<file path="src/rtl/lruc_pkg.sv">
package lruc_pkg;

   localparam int KEY_W   = 64;
   localparam int WORD_W  = 64;
   localparam int STAMP_W = 32;
   localparam int WIDX_W  = 3;
   localparam int STAT_W  = 2;

   localparam logic FUNC_GET = 1'b0;
   localparam logic FUNC_PUT = 1'b1;

   localparam logic [STAT_W-1:0] STATUS_MISS = 2'd0;
   localparam logic [STAT_W-1:0] STATUS_HIT  = 2'd1;
   localparam logic [STAT_W-1:0] STATUS_PUT  = 2'd2;

   typedef enum logic [2:0] {
      ST_IDLE,
      ST_LOOKUP,
      ST_SCAN,
      ST_CLAIM,
      ST_WRITE,
      ST_RD_ISSUE,
      ST_RD_SEND
   } state_type;

   // Broadcast from the controller to every tag cell; only the selected cell acts.
   typedef struct packed {
      logic               claim;
      logic               touch;
      logic [STAMP_W-1:0] stamp;
      logic [KEY_W-1:0]   node;
      logic [KEY_W-1:0]   block;
   } cell_ctl_type;

endpackage

</file>
<file path="src/rtl/lruc_cell.sv">
module lruc_cell #(
   parameter int CELL_INDEX = 0,
   parameter int SW         = 4
) (
   input  logic                          clock,
   input  logic                          reset,
   input  logic                          sel,
   input  lruc_pkg::cell_ctl_type        ctl,
   output logic                          hit,
   output logic                          valid,
   input  logic [lruc_pkg::STAMP_W-1:0]  chain_stamp_in,
   input  logic [SW-1:0]                 chain_idx_in,
   output logic [lruc_pkg::STAMP_W-1:0]  chain_stamp_out,
   output logic [SW-1:0]                 chain_idx_out
);

   logic                          valid_ff;
   logic [lruc_pkg::KEY_W-1:0]    node_ff;
   logic [lruc_pkg::KEY_W-1:0]    block_ff;
   logic [lruc_pkg::STAMP_W-1:0]  stamp_ff;
   logic [lruc_pkg::STAMP_W-1:0]  chain_stamp_ff;
   logic [SW-1:0]                 chain_idx_ff;
   logic                          take_own;

   assign hit   = valid_ff && (node_ff == ctl.node) && (block_ff == ctl.block);
   assign valid = valid_ff;

   // The head of the chain always takes its own stamp; later cells win only
   // on a strictly smaller stamp, so ties stay with the lower index.
   assign take_own = (CELL_INDEX == 0) || (stamp_ff < chain_stamp_in);

   always_ff @(posedge clock) begin
      if (reset) begin
         valid_ff <= 1'b0;
      end else if (sel && ctl.claim) begin
         valid_ff <= 1'b1;
      end
   end

   always_ff @(posedge clock) begin
      if (sel && ctl.claim) begin
         node_ff  <= ctl.node;
         block_ff <= ctl.block;
      end
      if (sel && (ctl.claim || ctl.touch)) begin
         stamp_ff <= ctl.stamp;
      end
      if (take_own) begin
         chain_stamp_ff <= stamp_ff;
         chain_idx_ff   <= SW'(CELL_INDEX);
      end else begin
         chain_stamp_ff <= chain_stamp_in;
         chain_idx_ff   <= chain_idx_in;
      end
   end

   assign chain_stamp_out = chain_stamp_ff;
   assign chain_idx_out   = chain_idx_ff;

endmodule

</file>
<file path="config.mk">
export PLATFORM = sky130hd
export DESIGN_NAME = lruc_cell
export DESIGN_NICKNAME = d
export VERILOG_FILES = /design/src/rtl/lruc_pkg.sv /design/src/rtl/lruc_cell.sv
export SDC_FILE = /design/constraint.sdc
export NUM_CORES = 1
export LEC_CHECK = 0
export BUFFER_PORTS_ARGS = -buffer_cell sky130_fd_sc_hd__buf_2
export CAP_MARGIN = 0
export CORE_AREA = 5 5 175 93
export CTS_CLUSTER_DIAMETER = 60
export DETAILED_ROUTE_END_ITERATION = 10
export DIE_AREA = 0 0 180 98
export PLACE_DENSITY = 0.79
export REMOVE_ABC_BUFFERS = 1
export SETUP_SLACK_MARGIN = 0.4
export SYNTH_ARGS = -nofsm -noshare
export SYNTH_HDL_FRONTEND = slang
export SYNTH_SLANG_ARGS = --single-unit
</file>
<file path="constraint.sdc">
create_clock -name clock -period 6.2 [get_ports clock]
set_clock_uncertainty 0.2 [all_clocks]
set_input_delay 0.62 -clock clock [delete_from_list [all_inputs] [get_ports clock]]
set_output_delay 0.62 -clock clock [all_outputs]
set_load 0.01 [all_outputs]
</file>
## Word level (Yosys, flattened, before mapping)

Index checks and enable logic that the tools add are counted.

| storage, ports and cells | value |
|---|---|
| register bits after elaboration | 193 |
| input port bits | 201 |
| output and inout bits | 38 |
| logic and storage cells | 12 |

| operators by class | value |
|---|---|
| equal/unequal tests | 2 |
| reduce and logical (&&, ||, !) cells | 5 |

Operators with widths:

| operator | count |
|---|---|
| equality test 64 bit | 2 |
| logical AND 1 bit | 4 |
| logical OR 1 bit | 1 |

## Depth between registers and ports, before layout

| logic depth | value |
|---|---|
| depth in word-level cells | 3 |
| gate-level depth with buffers | 6 |
| mapped depth without buffers | 6 |

## Worst setup path after synthesis

OpenSTA, ideal clock, no wires.

| timing | value |
|---|---|
| kind | in2reg |
| start | input port sel |
| end | register block_ff[0] (netlist name), enable pin |
| setup time | 0.503 ns |
| arrival time | 3.569 ns |
| required time | 5.497 ns |
| path slack | 1.928 ns |
| cell stages on the path | 1 |
| cells stage by stage | and2_1 |

| between the ends | value |
|---|---|
| word-level cells in the longest chain between the ends | 1 |

Ends and longest elaborated chain:

| item | line | RTL |
|---|---|---|
| from (decl) | lruc_cell.sv:7 | `input logic sel,` |
| logical AND 1 bit | lruc_cell.sv:41 | `if (sel && ctl.claim) begin` |
| to (signal assigned) | lruc_cell.sv:43 | `block_ff <= ctl.block;` |
| to (decl) | lruc_cell.sv:19 | `logic [lruc_pkg::KEY_W-1:0] block_ff;` |

No other way between the ends.
A chain may end at the register's enable or synchronous reset.

## Worst setup path in the final report

| timing | value |
|---|---|
| start | register node_ff[60] (netlist name) |
| end | output port hit |

| between the ends | value |
|---|---|
| word-level cells in the longest chain between the ends | 3 |

Ends and longest elaborated chain:

| item | line | RTL |
|---|---|---|
| from (decl) | lruc_cell.sv:18 | `logic [lruc_pkg::KEY_W-1:0] node_ff;` |
| from (signal assigned) | lruc_cell.sv:42 | `node_ff <= ctl.node;` |
| equality test 64 bit | lruc_cell.sv:25 | `assign hit = valid_ff && (node_ff == ctl.node) && (block_ff == ctl.block);` |
| logical AND 1 bit (2 in a row) | lruc_cell.sv:25 |  |
| to (decl) | lruc_cell.sv:9 | `output logic hit,` |

No other way between the ends.

==> impl_results.md <==
- YS warnings: 0
- Initial Utilization: 47.9%
- P per Cell Area: 326 nW/um2
- Rel. slew slack: 22.7%
- Synth top area share: 67.9%
- Gpl congestion: 0.880
- Reg-to-reg endpoint: valid$_SDFFE_PP0P_
- Top cells by area, synth: edfxtp_1 68%, dfxtp_1 9.3%, xnor2_1 5.6%
- Cts-stage hold buffer count: 0
- Clock buffer depth: 2
- TritonCTS clock tree: built
- Vias in the first global route: 4576
- First-pass GRT wire length: 25100 um
- Worst-margin pin slew: 1.16 ns
- Post-synthesis instance total: 433
- R2R Path Start: valid$_SDFFE_PP0P_
- Clk root buf: clkbuf_16
- Crit Path Class: reg2out
- Detailed placement HPWL: 12700 um
- Adder-cell share of the synthesized area: 0%
- Vert. Die Dim: 98 um
- Hold Crit Start: stamp_ff[4]$_DFFE_PP_
- Fin crit share: 60.9%
- Die width: 180 um
- Drt initial violations: 315
- Main combinational cell family by area after synthesis: XOR/XNOR gates
- Distinct cells, synth: 29
- Minimum clock period: 3.78 ns
- CP Launch Type: flip-flop
- Fin. Hold Viols: 0
- Peak VDD IR: 200 uV
- Max-cap violations: 0
- Worst-Skew Late Latency: 0.42 ns
- Die area: 17600 um2
- Post_cts resized: 0
- Post-synthesis mux area share: 0%
- Seq cells post-synth: 193
- Congestion Overflow GR: 0
- Yosys top cell by area: edfxtp_1
- WP data required: 5.38 ns
- Most frequent cells in the layout: 198 x buf_2, 160 x edfxtp_1, 62 x inv_1
- WL/cell: 18.8 um
- Utilization after layout: 60.8%
- GR Util All Layers: 18.4%
- TNS Setup: 0 ns
- Seq/Total Area, Yosys: 77.2%
- Antenna viol nets, final: 0
- Post-Syn Area: 7080 um2
- Syn Area/Cell: 16.3 um2
- Final Max Tran Viols: 0
- I/O Buffers: 198
- Hold path cells: 0
- Setup violators final: 0
- Leak Pwr: 3.58 nW
- DP Worst Slack: 2.66 ns
- Outcome: finished, final reports clean
- Rows: 32
- CP Capture Type: output pin
- Worst-path clk slew: 0.09 ns
- 1st-pass router iterations: 4
- Share of layout cells above drive strength 1: 35.2%
- Num CTS Buffers: 17
- Post-CTS setup repair buffer count: 0
- Commonest non-fill, non-tap cell in the layout: buf_2
- Compound-gate portion of the synthesized area: 6.43%
- Routed via count: 4343
- TritonCTS Sinks: 193
- Hold Crit Class: reg2reg
- Simple-Gate Fraction of Synth Area: 3.82%
- NumNets Final: 852
- DRC viols: 0
- Final WL: 16400 um
- Maximum number of pins on one net before global-route repair: 92
- Critical Path Fanout Max: 2
- RSZ-0062 raised after global routing: false
- I/O pin count: 239
- Worst reg2reg setup slack: 5.36 ns
- DR vias/cell: 4.99
- PnR worst setup slack: 2.42 ns
- Cell depth of the worst flop-to-flop path: 2
- H-tree depth: 4
- Core area: 14800 um2
- Post-synthesis xor/xnor area fraction: 8.78%
- Highest attainable clock frequency: 265 MHz
- Worst EP arrival: 2.96 ns
- Initial antenna violation count: 4
- WHS Endpoint: chain_stamp_out[4]$_DFF_P_
- Synth-to-Final Area Change: 26.8%
worst max-delay path by stage:
stage,from,to,cells past startpoint,slack (ns)
CTS,block_ff[21]$_DFFE_PP_,hit,7,2.60
detailed placement,ctl[35],hit,8,2.66
global route,node_ff[56]$_DFFE_PP_,hit,7,2.26
floorplan,sel,block_ff[0]$_DFFE_PP_,1,1.93
finish,node_ff[60]$_DFFE_PP_,hit,7,2.42
global placement,ctl[35],hit,8,2.69
state kept, by name, indices dropped and copies added, names as in the netlist:
signal,count
block_ff,64
node_ff,64
valid,1
stamp_ff,32
chain_stamp_out,32
layer usage:
| layer | GRT usage (%) | vias to the layer above | share of wire (%) |
|---|---|---|---|
| li1 | - | 2056 | - |
| met1 | 26.0 | 2089 | 47 |
| met2 | 27.7 | 179 | 44 |
| met3 | 6.59 | 15 | 7.7 |
| met4 | 3.80 | 4 | 0.78 |
| met5 | 0 | - | 0.086 |
cell families (layout without fill, tap and decap cells):
logic type / count (synthesis) / count (layout)
buffers and inverters: 66 / 294
DFF: 193 / 193
AOI/OAI and AO/OA: 58 / 58
and+or+nand+nor: 44 / 44
xor gates and xnor gates: 71 / 71
other: 1 / 6
through the flow:
step                      power [W]  cell area [um2]  std cells  hold slack (ns)
after detailed placement    0.00180             8320        836            0.127
after global placement      0.00179             8320        836            0.124
after global routing        0.00305             8980        870            0.146
after floorplan             0.00167             7060        432            0.123
final                       0.00293             8980        870            0.135
after CTS                   0.00296             8970        868            0.138
report_power, final:
group | internal [W] | switching [W] | leakage (nW)
clock network | 0.000601 | 0.000557 | 0.313
registers | 0.00151 | 0.0000326 | 1.79
logic | 0.000103 | 0.000129 | 1.48
total | 0.00221 | 0.000718 | 3.58
synthesized netlist by cell type:
cell       count
a2bb2oi_1      2
nand2_1        1
o2111ai_1      3
edfxtp_1     160
nor2_1         4
o22ai_1       18
and2_1         1
buf_4          4
nor4_1        10
dfxtp_1       33
a22oi_1        5
o221ai_1       1
o21a_1         1
inv_1         62
and2_0         1
nand2b_1       3
nor4_2         1
nand3_1        2
nand4b_1       1
nand4_1       16
or4_1          1
a22o_1         1
xnor2_1       45
a221oi_1      19
and4_1         1
xor2_1        26
o2bb2ai_1      8
conb_1         1
nor3_1         2
final cells by class:
class / instances / area (um2)
timing repair buffer: 200 / 1010
clock buffer: 17 / 425
inverter: 62 / 233
antenna: 2 / 5.00
tap: 204 / 255
clock inverter: 15 / 223
sequential: 193 / 5470
multi-input combinational: 177 / 1370
fill: 1143 / 5800
worst max-delay path: stages (launching register included):
cell and delay, ns:
edfxtp_1 0.37, inv_1 0.08, o22ai_1 0.08, a221oi_1 0.49, o2111ai_1 0.20, nor4_1 0.86, and4_1 0.32, buf_2 0.15
Note: power is estimated with default switching activity, not from simulation.
